**src/rtl/dsfp_pkg.sv**
```systemverilog
`timescale 1ns / 1ps
// shared types and codes for the dust sensor reply frame parser
// no dependencies; imported by every module of the block
package dsfp_pkg;

    localparam int FRAME_LENGTH = 10;
    localparam int POS_W        = 4;

    localparam logic [POS_W-1:0] POS_HEAD = POS_W'(0);
    localparam logic [POS_W-1:0] POS_ID   = POS_W'(1);
    localparam logic [POS_W-1:0] POS_DATA = POS_W'(2);
    localparam logic [POS_W-1:0] POS_SUM  = POS_W'(FRAME_LENGTH - 2);
    localparam logic [POS_W-1:0] POS_END  = POS_W'(FRAME_LENGTH);

    // action codes
    localparam logic [1:0] ACT_START = 2'd0;
    localparam logic [1:0] ACT_BYTE  = 2'd1;
    localparam logic [1:0] ACT_TICK  = 2'd2;

    // status codes
    localparam logic [2:0] ST_OK       = 3'd0;
    localparam logic [2:0] ST_BAD_HEAD = 3'd1;
    localparam logic [2:0] ST_BAD_ID   = 3'd2;
    localparam logic [2:0] ST_BAD_SUM  = 3'd3;
    localparam logic [2:0] ST_BAD_TAIL = 3'd4;
    localparam logic [2:0] ST_TIMEOUT  = 3'd5;

    // register indexes, byte address is 4 * index
    localparam int ADDR_W = 5;
    localparam logic [2:0] REG_HEAD    = 3'd0;
    localparam logic [2:0] REG_REPLY   = 3'd1;
    localparam logic [2:0] REG_REPORT  = 3'd2;
    localparam logic [2:0] REG_TAIL    = 3'd3;
    localparam logic [2:0] REG_TIMEOUT = 3'd4;

    typedef struct packed {
        logic [1:0] action;
        logic [7:0] rx_byte;
    } t_item;

    typedef struct packed {
        logic [2:0]       status;
        logic [15:0]      pm25_tenths;
        logic [15:0]      pm10_tenths;
        logic [POS_W-1:0] bytes_seen;
    } t_result;

    typedef struct packed {
        logic [7:0]  head_byte;
        logic [7:0]  reply_id;
        logic [7:0]  report_id;
        logic [7:0]  tail_byte;
        logic [15:0] timeout_ticks;
    } t_cfg;

endpackage

```
**src/rtl/dsfp_cfg_regs.sv**
```systemverilog
`timescale 1ns / 1ps
// apb register file holding the frame match bytes and the timeout
// depends on dsfp_pkg
module dsfp_cfg_regs import dsfp_pkg::*; (
    input  logic              i_clk,
    input  logic              i_rst_n,
    input  logic              psel,
    input  logic              penable,
    input  logic              pwrite,
    input  logic [ADDR_W-1:0] paddr,
    input  logic [31:0]       pwdata,
    output logic [31:0]       prdata,
    output logic              pready,
    output t_cfg              o_cfg
);

    t_cfg       r_cfg;
    logic       wr_en;
    logic [2:0] reg_idx;

    assign pready  = 1'b1;
    assign wr_en   = psel && penable && pwrite;
    assign reg_idx = paddr[ADDR_W-1:2];
    assign o_cfg   = r_cfg;

    always_ff @(posedge i_clk) begin
        if (!i_rst_n) begin
            r_cfg.head_byte     <= 8'd170;
            r_cfg.reply_id      <= 8'd197;
            r_cfg.report_id     <= 8'd192;
            r_cfg.tail_byte     <= 8'd171;
            r_cfg.timeout_ticks <= 16'd1000;
        end else if (wr_en) begin
            unique case (reg_idx)
                REG_HEAD:    r_cfg.head_byte     <= pwdata[7:0];
                REG_REPLY:   r_cfg.reply_id      <= pwdata[7:0];
                REG_REPORT:  r_cfg.report_id     <= pwdata[7:0];
                REG_TAIL:    r_cfg.tail_byte     <= pwdata[7:0];
                REG_TIMEOUT: r_cfg.timeout_ticks <= pwdata[15:0];
                default: begin
                end
            endcase
        end
    end

    always_comb begin
        unique case (reg_idx)
            REG_HEAD:    prdata = {24'd0, r_cfg.head_byte};
            REG_REPLY:   prdata = {24'd0, r_cfg.reply_id};
            REG_REPORT:  prdata = {24'd0, r_cfg.report_id};
            REG_TAIL:    prdata = {24'd0, r_cfg.tail_byte};
            REG_TIMEOUT: prdata = {16'd0, r_cfg.timeout_ticks};
            default:     prdata = 32'd0;
        endcase
    end

endmodule

```
**src/rtl/dsfp_frame_core.sv**
```systemverilog
`timescale 1ns / 1ps
// frame check state and per-item decision logic, one item per enabled cycle
// depends on dsfp_pkg
module dsfp_frame_core import dsfp_pkg::*; (
    input  logic    i_clk,
    input  logic    i_rst_n,
    input  logic    i_fire,
    input  t_item   i_item,
    input  t_cfg    i_cfg,
    output logic    o_res_valid,
    output t_result o_res
);

    logic             r_armed;
    logic [POS_W-1:0] r_index;
    logic [7:0]       r_sum;
    logic [15:0]      r_elapsed;
    logic [7:0]       r_payload [4];

    logic             n_armed;
    logic [POS_W-1:0] n_index;
    logic [7:0]       n_sum;
    logic [15:0]      n_elapsed;
    logic             pl_we;
    logic [1:0]       pl_sel;
    logic [15:0]      el_inc;
    logic             timed_out;
    logic [7:0]       b;

    assign b         = i_item.rx_byte;
    assign el_inc    = (r_elapsed == 16'hFFFF) ? r_elapsed : r_elapsed + 16'd1;
    assign timed_out = r_elapsed >= i_cfg.timeout_ticks;
    assign pl_sel    = 2'(r_index - POS_DATA);

    always_comb begin
        n_armed     = r_armed;
        n_index     = r_index;
        n_sum       = r_sum;
        n_elapsed   = r_elapsed;
        pl_we       = 1'b0;
        o_res_valid = 1'b0;
        o_res       = '{status: ST_TIMEOUT, pm25_tenths: 16'd0, pm10_tenths: 16'd0,
                        bytes_seen: r_index};
        if (i_item.action == ACT_START) begin
            n_armed   = 1'b1;
            n_index   = '0;
            n_sum     = 8'd0;
            n_elapsed = 16'd0;
        end else if (r_armed) begin
            if (i_item.action == ACT_TICK) begin
                n_elapsed = el_inc;
                if (el_inc >= i_cfg.timeout_ticks) begin
                    n_armed     = 1'b0;
                    o_res_valid = 1'b1;
                end
            end else if (i_item.action == ACT_BYTE) begin
                n_index = r_index + POS_W'(1);
                // position decides which check applies; first failure disarms
                priority if (timed_out) begin
                    n_index     = r_index;
                    n_armed     = 1'b0;
                    o_res_valid = 1'b1;
                end else if (r_index == POS_HEAD) begin
                    if (b != i_cfg.head_byte) begin
                        n_index      = r_index;
                        n_armed      = 1'b0;
                        o_res_valid  = 1'b1;
                        o_res.status = ST_BAD_HEAD;
                    end
                end else if (r_index == POS_ID) begin
                    if (b != i_cfg.reply_id && b != i_cfg.report_id) begin
                        n_index      = r_index;
                        n_armed      = 1'b0;
                        o_res_valid  = 1'b1;
                        o_res.status = ST_BAD_ID;
                    end
                end else if (r_index < POS_SUM) begin
                    pl_we = (r_index < POS_DATA + POS_W'(4));
                    n_sum = r_sum + b;
                end else if (r_index == POS_SUM) begin
                    if (b != r_sum) begin
                        n_index      = r_index;
                        n_armed      = 1'b0;
                        o_res_valid  = 1'b1;
                        o_res.status = ST_BAD_SUM;
                    end
                end else begin
                    n_armed     = 1'b0;
                    o_res_valid = 1'b1;
                    if (b != i_cfg.tail_byte) begin
                        n_index      = r_index;
                        o_res.status = ST_BAD_TAIL;
                    end else begin
                        n_index           = POS_END;
                        o_res.status      = ST_OK;
                        o_res.pm25_tenths = {r_payload[1], r_payload[0]};
                        o_res.pm10_tenths = {r_payload[3], r_payload[2]};
                        o_res.bytes_seen  = POS_END;
                    end
                end
            end
        end
    end

    always_ff @(posedge i_clk) begin
        if (!i_rst_n) begin
            r_armed   <= 1'b0;
            r_index   <= '0;
            r_sum     <= 8'd0;
            r_elapsed <= 16'd0;
        end else if (i_fire) begin
            r_armed   <= n_armed;
            r_index   <= n_index;
            r_sum     <= n_sum;
            r_elapsed <= n_elapsed;
        end
    end

    always_ff @(posedge i_clk) begin
        if (i_fire && pl_we) begin
            r_payload[pl_sel] <= b;
        end
    end

endmodule

```
**src/rtl/dust_sensor_response_frame_parser.sv**
```systemverilog
`timescale 1ns / 1ps
// top level: input register, frame check core, result register, apb registers
// depends on dsfp_pkg, dsfp_cfg_regs, dsfp_frame_core
//
//  channel  | valid        | stall        | payload
//  ---------+--------------+--------------+----------------------------------
//  input    | i_in_valid   | o_in_stall   | i_in_item  (action, rx_byte)
//  result   | o_out_valid  | i_out_stall  | o_out_item (status, pm, bytes_seen)
//  config   | psel/penable | pready = 1   | paddr, pwdata, prdata
//
// one item per cycle sustained unless i_out_stall; each result passes the
// input register, then the result register. the core updates its state in the
// cycle it processes an item, so back-to-back beats need no bubbles.
// reset is synchronous; nothing needs clearing after it.
// a stalled result holds the core; o_in_stall rises only when the input
// register is full and cannot move.
module dust_sensor_response_frame_parser import dsfp_pkg::*; (
    input  logic              i_clk,
    input  logic              i_rst_n,
    input  logic              i_in_valid,
    output logic              o_in_stall,
    input  t_item             i_in_item,
    output logic              o_out_valid,
    input  logic              i_out_stall,
    output t_result           o_out_item,
    input  logic              psel,
    input  logic              penable,
    input  logic              pwrite,
    input  logic [ADDR_W-1:0] paddr,
    input  logic [31:0]       pwdata,
    output logic [31:0]       prdata,
    output logic              pready
);

    logic    r_in_valid;
    t_item   r_in_item;
    logic    r_out_valid;
    t_result r_out_item;

    logic    adv;
    logic    fire;
    logic    res_valid;
    t_result res;
    t_cfg    cfg;

    assign adv         = !r_out_valid || !i_out_stall;
    assign fire        = r_in_valid && adv;
    assign o_in_stall  = r_in_valid && !adv;
    assign o_out_valid = r_out_valid;
    assign o_out_item  = r_out_item;

    dsfp_cfg_regs u_regs (
        .i_clk   (i_clk),
        .i_rst_n (i_rst_n),
        .psel    (psel),
        .penable (penable),
        .pwrite  (pwrite),
        .paddr   (paddr),
        .pwdata  (pwdata),
        .prdata  (prdata),
        .pready  (pready),
        .o_cfg   (cfg)
    );

    dsfp_frame_core u_core (
        .i_clk       (i_clk),
        .i_rst_n     (i_rst_n),
        .i_fire      (fire),
        .i_item      (r_in_item),
        .i_cfg       (cfg),
        .o_res_valid (res_valid),
        .o_res       (res)
    );

    always_ff @(posedge i_clk) begin
        if (!i_rst_n) begin
            r_in_valid  <= 1'b0;
            r_out_valid <= 1'b0;
        end else begin
            if (!o_in_stall) begin
                r_in_valid <= i_in_valid;
            end
            if (adv) begin
                r_out_valid <= fire && res_valid;
            end
        end
    end

    always_ff @(posedge i_clk) begin
        if (!o_in_stall) begin
            r_in_item <= i_in_item;
        end
        if (fire && res_valid) begin
            r_out_item <= res;
        end
    end

    a_ok_full_frame: assert property (@(posedge i_clk) disable iff (!i_rst_n)
        (o_out_valid && o_out_item.status == ST_OK) |-> (o_out_item.bytes_seen == POS_END))
        else $error("ok result without a full frame count");

    a_err_no_values: assert property (@(posedge i_clk) disable iff (!i_rst_n)
        (o_out_valid && o_out_item.status != ST_OK)
            |-> (o_out_item.pm25_tenths == 16'd0 && o_out_item.pm10_tenths == 16'd0))
        else $error("error result carries measurement values");

    a_stall_cause: assert property (@(posedge i_clk) disable iff (!i_rst_n)
        o_in_stall |-> (r_out_valid && i_out_stall && r_in_valid))
        else $error("input stalled without a blocked result");

    a_no_fire_when_blocked: assert property (@(posedge i_clk) disable iff (!i_rst_n)
        (r_out_valid && i_out_stall) |=> (r_out_valid && $stable(r_out_item)))
        else $error("held result was overwritten");

endmodule

```
**config.mk**
```make
export PLATFORM = sky130hd
export DESIGN_NAME = dust_sensor_response_frame_parser
export DESIGN_NICKNAME = d
export VERILOG_FILES = /design/src/rtl/dsfp_pkg.sv /design/src/rtl/dsfp_cfg_regs.sv /design/src/rtl/dsfp_frame_core.sv /design/src/rtl/dust_sensor_response_frame_parser.sv
export SDC_FILE = /design/constraint.sdc
export NUM_CORES = 1
export LEC_CHECK = 0
export ABC_AREA = 1
export BUFFER_PORTS_ARGS = -buffer_cell sky130_fd_sc_hd__buf_2
export CAP_MARGIN = 20
export CORE_ASPECT_RATIO = 0.5
export CORE_MARGIN = 3
export CORE_UTILIZATION = 55
export DETAILED_ROUTE_END_ITERATION = 8
export GPL_TIMING_DRIVEN = 1
export PLACE_DENSITY_LB_ADDON = 0.3
export SLEW_MARGIN = 30
export SYNTH_ARGS = -nofsm -noshare
export SYNTH_HDL_FRONTEND = slang
export SYNTH_SLANG_ARGS = --single-unit
```
**constraint.sdc**
```tcl
create_clock -name i_clk -period 5.5 [get_ports i_clk]
set_clock_uncertainty 0.05 [all_clocks]
set_input_delay 1.1 -clock i_clk [delete_from_list [all_inputs] [get_ports i_clk]]
set_output_delay 1.1 -clock i_clk [all_outputs]
set_load 0.005 [all_outputs]
```
Word level (Yosys, flattened, before mapping). Memories as Yosys holds them, arrays and structs flattened. Index checks and enable logic that the tools add are counted. W data, S select, Z words.

Memory bits (writable): 32. Logic and storage cells: 157. Register bits: 128. Input port bits: 54. Memories kept: 1. Output and inout port bits: 74.

Memory list: u_core.r_payload (words 4, bits a word 8, rd ports 4, clocked after memory_dff 0, wr ports 1, line dsfp_frame_core.sv:18) `logic [7:0] r_payload [4];`.

Equal/unequal tests: 22. $add $sub $neg: 4. Order comparisons: 4. Bitwise gates (word level): 2. Reductions and logical operators: 28. Multiplexer cells: 79.

Operators by type and width (number): $mux W4 (20); $pmux W16 S5 (1); $mux W36 (2); $mux W16 (4); $mux W8 (8); $ne A8 B8 Y1 (5); $mux W39 (1); $mux W1 (36); $ge A16 B16 Y1 (2); $mux W3 (7); $add A16 B1 Y16 const B (1); $eq A16 B16 Y1 const B (1); $reduce_and A2 Y1 (5); $reduce_or A10 Y1 (1); $reduce_and A9 Y1 (1); $add A8 B8 Y8 (1); $reduce_and A8 Y1 (1); $reduce_bool A2 Y1 (4); $logic_and A1 B1 Y1 (7); $eq A3 B2 Y1 const B (2); $ne A2 B1 Y1 const B (3); $ne A6 B1 Y1 const B (1); $ne A6 B2 Y1 const B (1); $reduce_or A5 Y1 (1); other kinds (20) (23).

Logic depth before layout (Yosys ltp). Gate-level depths: netlist of run 1.

Depth in word-level cells: 12. Mapped depth: 21. Depth with buffers taken out: 21.

Hierarchy. From an unflattened synthesis of run 1, not the netlist that was laid out.

Cells, all modules: 1085. Area, all modules: 8822.2 um^2.

By module, submodules not included: dsfp_frame_core (cells each 634, seq. area each 1541.5 um^2, area each 4728.3 um^2, instances 1); dsfp_cfg_regs (cells each 387, seq. area each 960.9 um^2, area each 2522.4 um^2, instances 1); dust_sensor_response_frame_parser (cells each 64, seq. area each 1511.4 um^2, area each 1571.5 um^2, instances 1).

Least setup slack after synthesis of run 1. OpenSTA, ideal clock, no wires.

Kind: register -> register. Start point: register u_core.r_elapsed[1]. End point: register r_out_item (netlist bit o_out_item[0]) (enable). Period minus slack after synthesis: 3.422 ns. Data arrival time: 2.978 ns. Library setup time: 0.394 ns. Path slack: 2.078 ns. Buffers on the path: 0. Required time: 5.056 ns. Stages on the path, launching flop included: 17. Cell sequence: dfxtp_1 > ha_1 > nand3_2 > nor3_4 > nand4_4 > inv_2 > nor2_1 > xor2_1 > ha_1 > nand2_1 > nor3_1 > nand2_1 > nand3_1 > nand2_1 > nand2_1 > nand3_1 > inv_1.

Longest elaborated chain between the ends: 8. Elaborated cells between the ends (all ways): 12. Classes of those cells: add/sub: 1; order compare: 2; eq/ne: 1; mux: 7; reduce/logical: 1.

RTL lines: start: declaration (line dsfp_frame_core.sv:17) `logic [15:0] r_elapsed;`; start signal: assignment (line dsfp_frame_core.sv:115) `r_elapsed <= n_elapsed;`; $add A16 B1 Y16 / $eq A16 B16 Y1 (equally long branches) (line dsfp_frame_core.sv:31) `assign el_inc = (r_elapsed == 16'hFFFF) ? r_elapsed : r_elapsed + 16'd1;`; $mux W16 (line dsfp_frame_core.sv:31); $ge A16 B16 Y1 (line dsfp_frame_core.sv:52) `if (el_inc >= i_cfg.timeout_ticks) begin`; $mux W1 (line dsfp_frame_core.sv:52); $mux W1 (*) (line dsfp_frame_core.sv:50) `if (i_item.action == ACT_TICK) begin`; $mux W1 (*) (line dsfp_frame_core.sv:49) `end else if (r_armed) begin`; $mux W1 (*) (line dsfp_frame_core.sv:44) `if (i_item.action == ACT_START) begin`; $logic_and A1 B1 Y1 (*) (line dust_sensor_response_frame_parser.sv:93) `if (fire && res_valid) begin`; end signal: assignment (line dust_sensor_response_frame_parser.sv:94) `r_out_item <= res;`; end: declaration (line dust_sensor_response_frame_parser.sv:38) `t_result r_out_item;`.

Mark *: on every way between the ends. The rest lies on a longest branch, timed or not. A chain may end at the register's enable or synchronous reset.

Worst setup path in the final report of run 1.
Start point: input paddr[3]. End point: output prdata[6].

Longest elaborated chain between the ends: 2. Elaborated cells between the ends (all ways): 6. Classes of those cells: eq/ne: 4; mux: 1; reduce/logical: 1.

RTL lines: start: declaration (line dust_sensor_response_frame_parser.sv:29) `input logic [ADDR_W-1:0] paddr,`; $eq A3 B3 Y1 (tied with other cells) (line dsfp_cfg_regs.sv:47) `unique case (reg_idx)`; $pmux W16 S5 (*) (line dsfp_cfg_regs.sv:47); end: declaration (line dust_sensor_response_frame_parser.sv:31) `output logic [31:0] prdata,`.

Marked as above.

==> flow_summary.json, run 1 <==
{
  "p_per_area_mw_per_mm2": 274,
  "path_cells": "buf_2 > nor2_1 > nand2_1 > o21ai_0 > a221oi_1 > o21ai_0 > buf_2",
  "cts.path.max_buffers": 2,
  "hold_viol_final": 0,
  "synth_top_area_share_pct": 29.9,
  "ys_seq_elements": 160,
  "antenna_found_initial": 1,
  "synth-edff-count": 81,
  "syn-cell-area_mm2": 0.00814,
  "worstReg2RegStart": "u_core.r_elapsed[1]",
  "wl_um": 18500,
  "hold_path.class": "flop to flop",
  "grt_pass1_vias": 5994,
  "ant_nets": 0,
  "wl_per_cell_um": 14.7,
  "num_antenna_cells": 0,
  "synth-main-ff-cell": "edfxtp_1",
  "grt_pass1_wl_um": 29700,
  "synthTopCellsByArea": "edfxtp_1 30%, dfxtp_1 19%, nand2_1 9.2%, ha_1 6.8%, inv_1 5.5%",
  "worst_slew_pin_slew_ns": 0.785,
  "fp.dieH_um": 92,
  "critPathTopFamily": "compound AO/OA/AOI/OAI gates",
  "final_net_count": 1146,
  "crit_type": "input port to output pin",
  "place_ws_ns": 1.87,
  "finalCritPeriodShare_pct": 67.7,
  "drive_above_1_share_pct": 14.6,
  "placementRows": 30,
  "fp.coreArea_mm2": 0.0140,
  "rr_worst_depth": 18,
  "fmax_mhz": 269,
  "start_kind": "input port",
  "r2r_end": "o_out_item[5]",
  "rrSetupSlack_ns": 1.92,
  "status": "completed",
  "io_pins": 128,
  "remaining_drc_errors": 0,
  "slew_violations": 0,
  "startpoint": "paddr[3]",
  "async_reset_ff_share_pct": 0,
  "portBuffers": 92,
  "slew_headroom_pct": 47.7,
  "drt_first_pass_iters": 5,
  "area_delta_synth_final_pct": 14.0,
  "synth-seq-area-share_pct": 49.3,
  "rsz0062_at_grt": "no",
  "cap_viol_max_count": 0,
  "cp-end-kind": "output pin",
  "crit_path_max_incr_delay_ns": 0.48,
  "drtIter0Drc": 480,
  "dieArea_mm2": 0.0164,
  "yosys_warnings": 0,
  "synthCells": 957,
  "initial_core_util_pct": 58.1,
  "clock_latency_ns": 0.43,
  "vias": 6637,
  "multi_input_area_mm2": 0.00351,
  "cp_max_fo": 16,
  "gr-total-overflow": 0,
  "ir_drop_uv": 188,
  "synth_most_common_cell": "nand2_1",
  "num-fill-cells": 1144,
  "ys_types": 43,
  "hpwlAfterDp_um": 13300,
  "tns_ns": 0,
  "root_buffer": "clkbuf_16",
  "cp_num_cells": 7,
  "cpMaxStageDelayCell": "nand2_1",
  "leakage_uw": 0.00430,
  "cts-resized-gates": 0,
  "clk_pin_slew_ns": 0.07,
  "cts_made_buffers": 17,
  "setup_viol": 0,
  "postSynthAreaPerCell_um2": 8.50,
  "grtUsageTotal_pct": 23.1,
  "via_per_inst": 5.30,
  "yosys-top-cells-count": "199 x nand2_1, 119 x inv_1, 118 x nor2_1",
  "path_buf_inv": 2,
  "critPathRequiredTime_ns": 4.35,
  "cts_sinks": 160,
  "cts_max_level": 4,
  "arrival_ns": 2.57,
  "die_x_um": 178,
  "synth_top_area_cell": "edfxtp_1",
  "period_minus_slack_ns": 3.72,
  "tritoncts": "built",
  "gp_congestion": 0.906,
  "grt_max_degree": 48,
  "p_total_uw": 2540,
  "hold_buffers": 0,
  "worst_slack_ns": 1.78,
  "post_cts_buffers": 0,
  "setup.worst_path.end": "prdata[6]",
  "seq_area_mm2": 0.00401
}
## worst reg2reg max path, stage by stage, from the launching register on
cell and delay (ns):
dfxtp_1 0.42, ha_1 0.27, nand3_2 0.13, nor3_4 0.23
nand4_4 0.15, inv_2 0.12, nor2_2 0.04, nand2_1 0.09
xor2_2 0.10, ha_1 0.28, nand4_1 0.10, nor3_1 0.27
nand2_1 0.10, nand3_1 0.13, nand2_1 0.06, nand2_1 0.08
nand3_1 0.09, inv_1 0.08, buf_4 0.40
## per-layer routing
layer | track usage, % | vias up | routed length (µm)
li1 | - | 3303 | -
met1 | 30.7 | 3029 | 8200
met2 | 37.5 | 256 | 8440
met3 | 4.71 | 47 | 1380
met4 | 8.29 | 2 | 426
met5 | 0 | - | 13
## kinds of logic after synthesis
| family | count (synthesis) | synth area share (%) |
|---|---|---|
| compound gates | 157 | 10.7 |
| xor+xnor | 36 | 3.97 |
| fa+ha+maj | 45 | 7.01 |
| buf+inv | 160 | 8.34 |
| flops | 160 | 49.3 |
| other cells | 2 | 0.0923 |
| simple gates | 397 | 20.6 |
## cell type report
cell class / instances / share of cell area (%)
multi-input combinational: 652 / 37.9
tap: 192 / 2.59
timing repair buffer: 93 / 5.05
sequential: 160 / 43.3
inverter: 123 / 4.98
clock buffer: 17 / 4.59
clock inverter: 15 / 1.67
## flip-flops by register name (all words and copies together) (netlist names)
name              count
u_regs.o_cfg         48
o_out_item           39
u_core.r_payload     32
u_core.r_elapsed     16
r_in_item            10
u_core.r_sum          8
u_core.r_index        4
o_out_valid           1
r_in_valid            1
u_core.r_armed        1
## stage by stage
stage          cell area [µm²]  std cells  util, %  hold slack (ns)
6_report                  9280       1252     66.2            0.428
2_1_floorplan             8190        972        -            0.399
3_3_place_gp              8680       1220     62.0            0.406
4_1_cts                   9270       1252     66.2            0.426
3_5_place_dp              8690       1220     62.1            0.415
5_1_grt                   9280       1252     66.2            0.443
## where the power goes
group	internal [µW]	switching (µW)	total, µW
clock	608	547	1160
sequential	1260	19.0	1270
combinational	41.8	71.9	114
## how the worst min path moves through the flow
stage	slack (ns)	end	depth (start not counted)	start
floorplan	0.40	u_core.r_sum[0]	2	u_core.r_sum[0]
global placement	0.41	u_core.r_sum[0]	2	u_core.r_sum[0]
detailed placement	0.42	u_core.r_sum[6]	2	u_core.r_sum[6]
CTS	0.43	u_core.r_sum[6]	2	u_core.r_sum[6]
global route	0.44	u_core.r_sum[3]	2	u_core.r_sum[3]
finish	0.43	u_core.r_sum[0]	2	u_core.r_sum[0]
## cells in the final DEF (no fill, tap or decap), drive strengths merged, types with 2 or more instances in the layout
| master | instances |
|---|---|
| a211oi | 2 |
| a21oi | 75 |
| a221oi | 7 |
| a31oi | 2 |
| buf | 93 |
| clkbuf | 17 |
| clkinv | 3 |
| clkinvlp | 2 |
| conb | 17 |
| dfxtp | 79 |
| edfxtp | 81 |
| ha | 44 |
| inv | 133 |
| nand2 | 200 |
| nand3 | 38 |
| nand4 | 13 |
| nor2 | 125 |
| nor3 | 14 |
| o211ai | 5 |
| o21a | 2 |
| o21ai | 58 |
| or2 | 5 |
| xnor2 | 24 |
| xor2 | 12 |
(Power assumes the default switching activity.)
==> run 2: changes to the inputs <==
Settings changed: ABC_AREA 1 to 0.
Clock period 5.5 ns to 3.6 ns, I/O delays scaled along.
==> run 2 against run 1 <==
First-iteration DRC count decreased by 15%. Final cell count decreased by 12%. Synthesized cell count decreased by 17%. Die area decreased by 0.38%. Final area increased by 1.8%. Utilization increased by 1.3 points. Worst hold slack got worse by 0.016 ns. Flip-flop and latch count unchanged. Global-route usage increased by 0.48 points. Via count decreased by 6.4%.
==> flow_summary.json, run 2 <==
{
  "ir_drop_uv": 261,
  "hold_viol_final": 0,
  "crit_type": "flop to flop",
  "power_switching_uw": 972,
  "layout_common_cells": "92 x buf_2, 81 x edfxtp_1, 74 x dfxtp_1",
  "cts_made_buffers": 17,
  "hold_path.class": "input port to flop",
  "die_x_um": 178,
  "netSwitchingFraction_pct": 25.0,
  "cts.path.max_buffers": 2,
  "largest_reg_flops": 48,
  "num_antenna_cells": 0,
  "hold_buffers": 0,
  "leakage_uw": 0.00372,
  "io_pins": 128,
  "cap_viol_max_count": 0,
  "critPathTopFamily": "compound AO/OA/AOI/OAI gates",
  "synth_top_area_share_pct": 30.0,
  "placementRows": 30,
  "grt_pass1_vias": 6045,
  "ant_nets": 0,
  "slew_violations": 0,
  "tritoncts": "built",
  "finalCritPeriodShare_pct": 96.0,
  "async_reset_ff_share_pct": 0,
  "drt_first_pass_iters": 5,
  "fmax_mhz": 289,
  "synth_top_area_cell": "edfxtp_1",
  "num-fill-cells": 1072,
  "cp_max_fo": 39,
  "yosys-top-cells-count": "81 x edfxtp_1, 79 x dfxtp_1, 74 x nor2_1",
  "grt_max_degree": 54,
  "drtIter0Drc": 408,
  "cts_sinks": 160,
  "portBuffers": 92,
  "path_cells": "nand4_1 > or3_1 > a21oi_2 > nand3_2 > xnor2_2 > ha_1 > a21o_1 > a211o_1 > o211ai_1 > a21oi_1 > a221oi_2 > buf_4 > o32ai_4 > buf_12",
  "drive_above_1_share_pct": 18.9,
  "grtUsageTotal_pct": 23.5,
  "clock_latency_ns": 0.43,
  "antenna_found_initial": 0,
  "remaining_drc_errors": 0,
  "critPathRequiredTime_ns": 3.72,
  "postSynthAreaPerCell_um2": 10.2,
  "start_kind": "flop",
  "power.share.clock_pct": 44.9,
  "cp-end-kind": "flop",
  "cts_max_level": 4,
  "synth-main-ff-cell": "edfxtp_1",
  "p_per_area_mw_per_mm2": 413,
  "period_minus_slack_ns": 3.46,
  "crit_path_max_incr_delay_ns": 0.40,
  "vias": 6213,
  "path_buf_inv": 2,
  "initial_core_util_pct": 58.0,
  "grt_pass1_wl_um": 30300,
  "synthTopCellsByArea": "edfxtp_1 30%, dfxtp_1 20%, ha_1 6.8%, mux2i_1 6.4%, and2_1 3.9%",
  "synthCells": 795,
  "tns_ns": 0,
  "synth-edff-count": 81,
  "wl_per_cell_um": 17.0,
  "area_delta_synth_final_pct": 16.5,
  "slew_headroom_pct": 34.4,
  "hpwlAfterDp_um": 13000,
  "ys_types": 58,
  "wl_um": 18700,
  "intPower_uw": 2920,
  "gr-total-overflow": 0,
  "design_area_mm2": 0.00944,
  "clk_pin_slew_ns": 0.07,
  "worst_slew_pin_slew_ns": 0.981,
  "fp.coreArea_mm2": 0.0140,
  "fp.dieH_um": 91.8,
  "layout_commonest_cell": "buf_2",
  "dieArea_mm2": 0.0163,
  "pwr-share-seq_pct": 50.3,
  "ys_seq_elements": 160,
  "synth-seq-area-share_pct": 49.5,
  "root_buffer": "clkbuf_16",
  "via_per_inst": 5.66,
  "arrival_ns": 3.57,
  "combPwrFrac_pct": 4.9,
  "cpMaxStageDelayCell": "dfxtp_1",
  "yosys_warnings": 0,
  "synth_most_common_cell": "edfxtp_1",
  "status": "completed",
  "dpl_cell_area_mm2": 0.00881,
  "gp_congestion": 0.931,
  "final_net_count": 992,
  "setup_viol": 0,
  "syn-cell-area_mm2": 0.00810
}
run 2: cell families after synthesis:
kind of cell             Yosys count  share of synthesized area, %
buffers and inverters             78                          4.49
multiplexers                      55                          6.84
flip-flops                       160                          49.5
adder cells (fa/ha/maj)           45                          7.04
other                              2                        0.0927
AO/OA/AOI/OAI                    133                          10.1
XOR/XNOR                          49                          5.30
AND/OR/NAND/NOR                  273                          16.6
run 2: power by group through the flow:
stage / logic [µW] / registers (µW) / clock network [µW]
final: 190 / 1960 / 1750
after global routing: 209 / 1960 / 1870
after CTS: 187 / 1960 / 1770
after detailed placement: 184 / 2000 / 0
after global placement: 180 / 2000 / 0
after floorplan: 136 / 1980 / 0
run 2: area by class of cell:
cell class              count  area, µm²  share of cell area, %
flip-flops and latches    160       4020                   42.6
multi-input cells         572       3850                   40.8
repair buffers            114        638                   6.76
clock buffers              18        429                   4.55
well taps                 192        240                   2.55
clock inverters            14        149                   1.58
inverters                  28        106                   1.13
run 2: worst paths after layout:
| kind | startpoint | to | slack (ns) | cells after the start |
|---|---|---|---|---|
| setup / recovery | u_core.r_elapsed[6] | o_out_item[11] | 0.14 | 14 |
| hold / removal | i_in_item[7] | r_in_item[7] | 0.41 | 1 |
| setup reg to reg | u_core.r_elapsed[6] | o_out_item[11] | 0.14 | 14 |
| hold reg to reg | u_regs.o_cfg[13] | u_regs.o_cfg[13] | 0.42 | 2 |
run 2: what timing repair did:
item | in CTS | in global routing
setup buffers | 0 | 2
resized for setup | 0 | 13
endpoints found under the hold margin | 0 | 0
endpoints found under the setup margin | 0 | 41
run 2: metal layers:
layer / GRT usage, % / share of wire [%] / up-vias
met3: 5.75 / 7.3 / 35
met4: 7.51 / 1.5 / 0
li1: - / - / 2998
met2: 37.4 / 45 / 232
met1: 31.9 / 46 / 2948
met5: 0 / 0 / -
run 2: per-stage QoR:
step                utilization, %  power (µW)  worst slack, ns  std cells  hold WS, ns
floorplan                        -        2120           0.0861        810        0.395
global placement              63.0        2180            0.221       1064        0.408
detailed placement            63.1        2180            0.140       1064        0.413
CTS                           67.2        3910           0.0935       1096        0.405
global route                  67.6        4030          -0.0484       1098        0.400
finish                        67.6        3890            0.143       1098        0.412
==> run 3: changes to the inputs <==
Settings changed: CORE_ASPECT_RATIO 0.5 to 1.25.
==> run 3 against run 2 <==
Clock power is essentially flat. Fmax grew 2.6%. Combinational power is essentially flat. Die area shrank 0.48%. Largest cell class unchanged.
==> flow_summary.json, run 3 (synthesis results as in run 2) <==
{
  "status": "completed",
  "finalCritPeriodShare_pct": 93.6,
  "slew_headroom_pct": 39.1,
  "fp.dieH_um": 142,
  "critPathRequiredTime_ns": 3.71,
  "p_per_area_mw_per_mm2": 413,
  "root_buffer": "clkbuf_16",
  "top_layer": "met4",
  "num_antenna_cells": 0,
  "clock_latency_ns": 0.42,
  "tritoncts": "built",
  "fmax_mhz": 297,
  "wl_met3_um": 830,
  "vias": 6008,
  "via_per_inst": 5.55,
  "start_kind": "flop",
  "worst_slew_pin_slew_ns": 0.910,
  "critPathTopFamily": "compound AO/OA/AOI/OAI gates",
  "seq_area_mm2": 0.00402,
  "hold_path.class": "input port to flop",
  "grt_max_degree": 54,
  "drtIter0Drc": 454,
  "fin_hold_ws_ns": 0.420,
  "drive_above_1_share_pct": 18.3,
  "gr-total-overflow": 0,
  "grt_pass1_vias": 5715,
  "area_delta_synth_final_pct": 16.0,
  "rrSetupSlack_ns": 0.23,
  "num-fill-cells": 1077,
  "setup_viol": 0,
  "antenna_found_initial": 0,
  "cp_max_fo": 39,
  "cts_max_level": 4,
  "wl_per_cell_um": 16.3,
  "clk_pin_slew_ns": 0.06,
  "hold_viol_final": 0,
  "crit_path_max_incr_delay_ns": 0.44,
  "period_minus_slack_ns": 3.37,
  "dpl_cell_area_mm2": 0.00881,
  "fp.coreArea_mm2": 0.0141,
  "slew_violations": 0,
  "routed-wl-met2_um": 8990,
  "hpwlAfterDp_um": 12700,
  "crit_type": "flop to flop",
  "wl_um": 17600,
  "layout_commonest_cell": "buf_2",
  "leakage_uw": 0.00372,
  "die_x_um": 115,
  "cpMaxStageDelayCell": "dfxtp_1",
  "arrival_ns": 3.48,
  "ir_drop_uv": 378,
  "grt_pass1_wl_um": 28200,
  "cts.path.max_buffers": 2,
  "initial_core_util_pct": 57.4,
  "remaining_drc_errors": 0,
  "largest_reg_flops": 48,
  "path_buf_inv": 2,
  "ant_nets": 0,
  "layout_common_cells": "92 x buf_2, 81 x edfxtp_1, 78 x dfxtp_1",
  "cts_sinks": 160,
  "multi_input_area_mm2": 0.00384,
  "cp-end-kind": "flop",
  "design_area_mm2": 0.00940,
  "gp_congestion": 0.898,
  "cts_made_buffers": 17,
  "io_pins": 128,
  "path_cells": "nand4_1 > or3_1 > a21oi_2 > nand3_1 > xnor2_1 > ha_1 > a21o_1 > a211o_1 > o211ai_1 > a21oi_1 > a221oi_2 > buf_4 > o32ai_4 > buf_12",
  "placementRows": 48,
  "grtUsageTotal_pct": 21.9,
  "dieArea_mm2": 0.0162,
  "drt_first_pass_iters": 4,
  "cap_viol_max_count": 0,
  "drt-met1-wl_um": 7400,
  "final_net_count": 994,
  "portBuffers": 92
}
[run 3: cell types whose count changed in the layout (fill, tap and decap cells not counted), sizes merged]
| cell | before | now |
|---|---|---|
| bufinv | 0 | 2 |
| clkinvlp | 2 | 3 |
| inv | 35 | 29 |
| buf | 114 | 116 |
| clkbuf | 18 | 19 |
| clkinv | 5 | 7 |
[run 3: routing by layer]
| metal | track usage [%] | up-vias |
|---|---|---|
| met5 | 0 | - |
| met4 | 8.76 | 0 |
| met3 | 4.91 | 31 |
| met2 | 37.7 | 168 |
| met1 | 26.4 | 2823 |
| li1 | - | 2986 |
[run 3: cell type report]
type                            instances  share of cell area, %
Sequential cell                       160                   42.7
Tap cell                              175                   2.33
Clock inverter                         13                   1.45
Clock buffer                           19                   4.61
Multi-Input combinational cell        572                   40.8
Inverter                               28                   1.13
Timing Repair Buffer                  116                   6.95
[run 3: worst register-to-register path, cell delays in order (launching register included)]
cell,delay [ns]
dfxtp_1,0.44
nand4_1,0.16
or3_1,0.37
a21oi_2,0.15
nand3_1,0.15
xnor2_1,0.16
ha_1,0.29
a21o_1,0.18
a211o_1,0.28
o211ai_1,0.09
a21oi_1,0.10
a221oi_2,0.21
buf_4,0.17
o32ai_4,0.09
buf_12,0.21
[run 3: metrics by stage]
step                utilization, %  worst slack, ns  instances  setup TNS, ns  total power, µW
detailed placement            62.4            0.143       1050              0             2180
finish                        66.6            0.229       1083              0             3880
CTS                           66.4            0.121       1082              0             3900
global placement              62.4            0.213       1050              0             2180
floorplan                        -           0.0861        810              0             2120
global route                  66.6         -0.00596       1083         -0.127             4010
[run 3: timing repair]
item	4_1_cts	5_1_grt
buffers inserted	0	1
endpoints found under the setup margin	0	73
hold buffers	0	0
resized for setup	0	8
[run 3: worst paths after layout]
check                       from               end  depth (start not counted)
max          u_core.r_elapsed[5]    o_out_item[17]                         14
min                 i_in_item[9]      r_in_item[9]                          1
max reg2reg  u_core.r_elapsed[5]    o_out_item[17]                         14
min reg2reg     u_regs.o_cfg[15]  u_regs.o_cfg[15]                          2
[run 3: power by group]
| part | total [µW] | internal (µW) | switching (µW) |
|---|---|---|---|
| Clock | 1740 | 1020 | 717 |
| Sequential | 1960 | 1920 | 33.0 |
| Combinational | 187 | 74.3 | 113 |
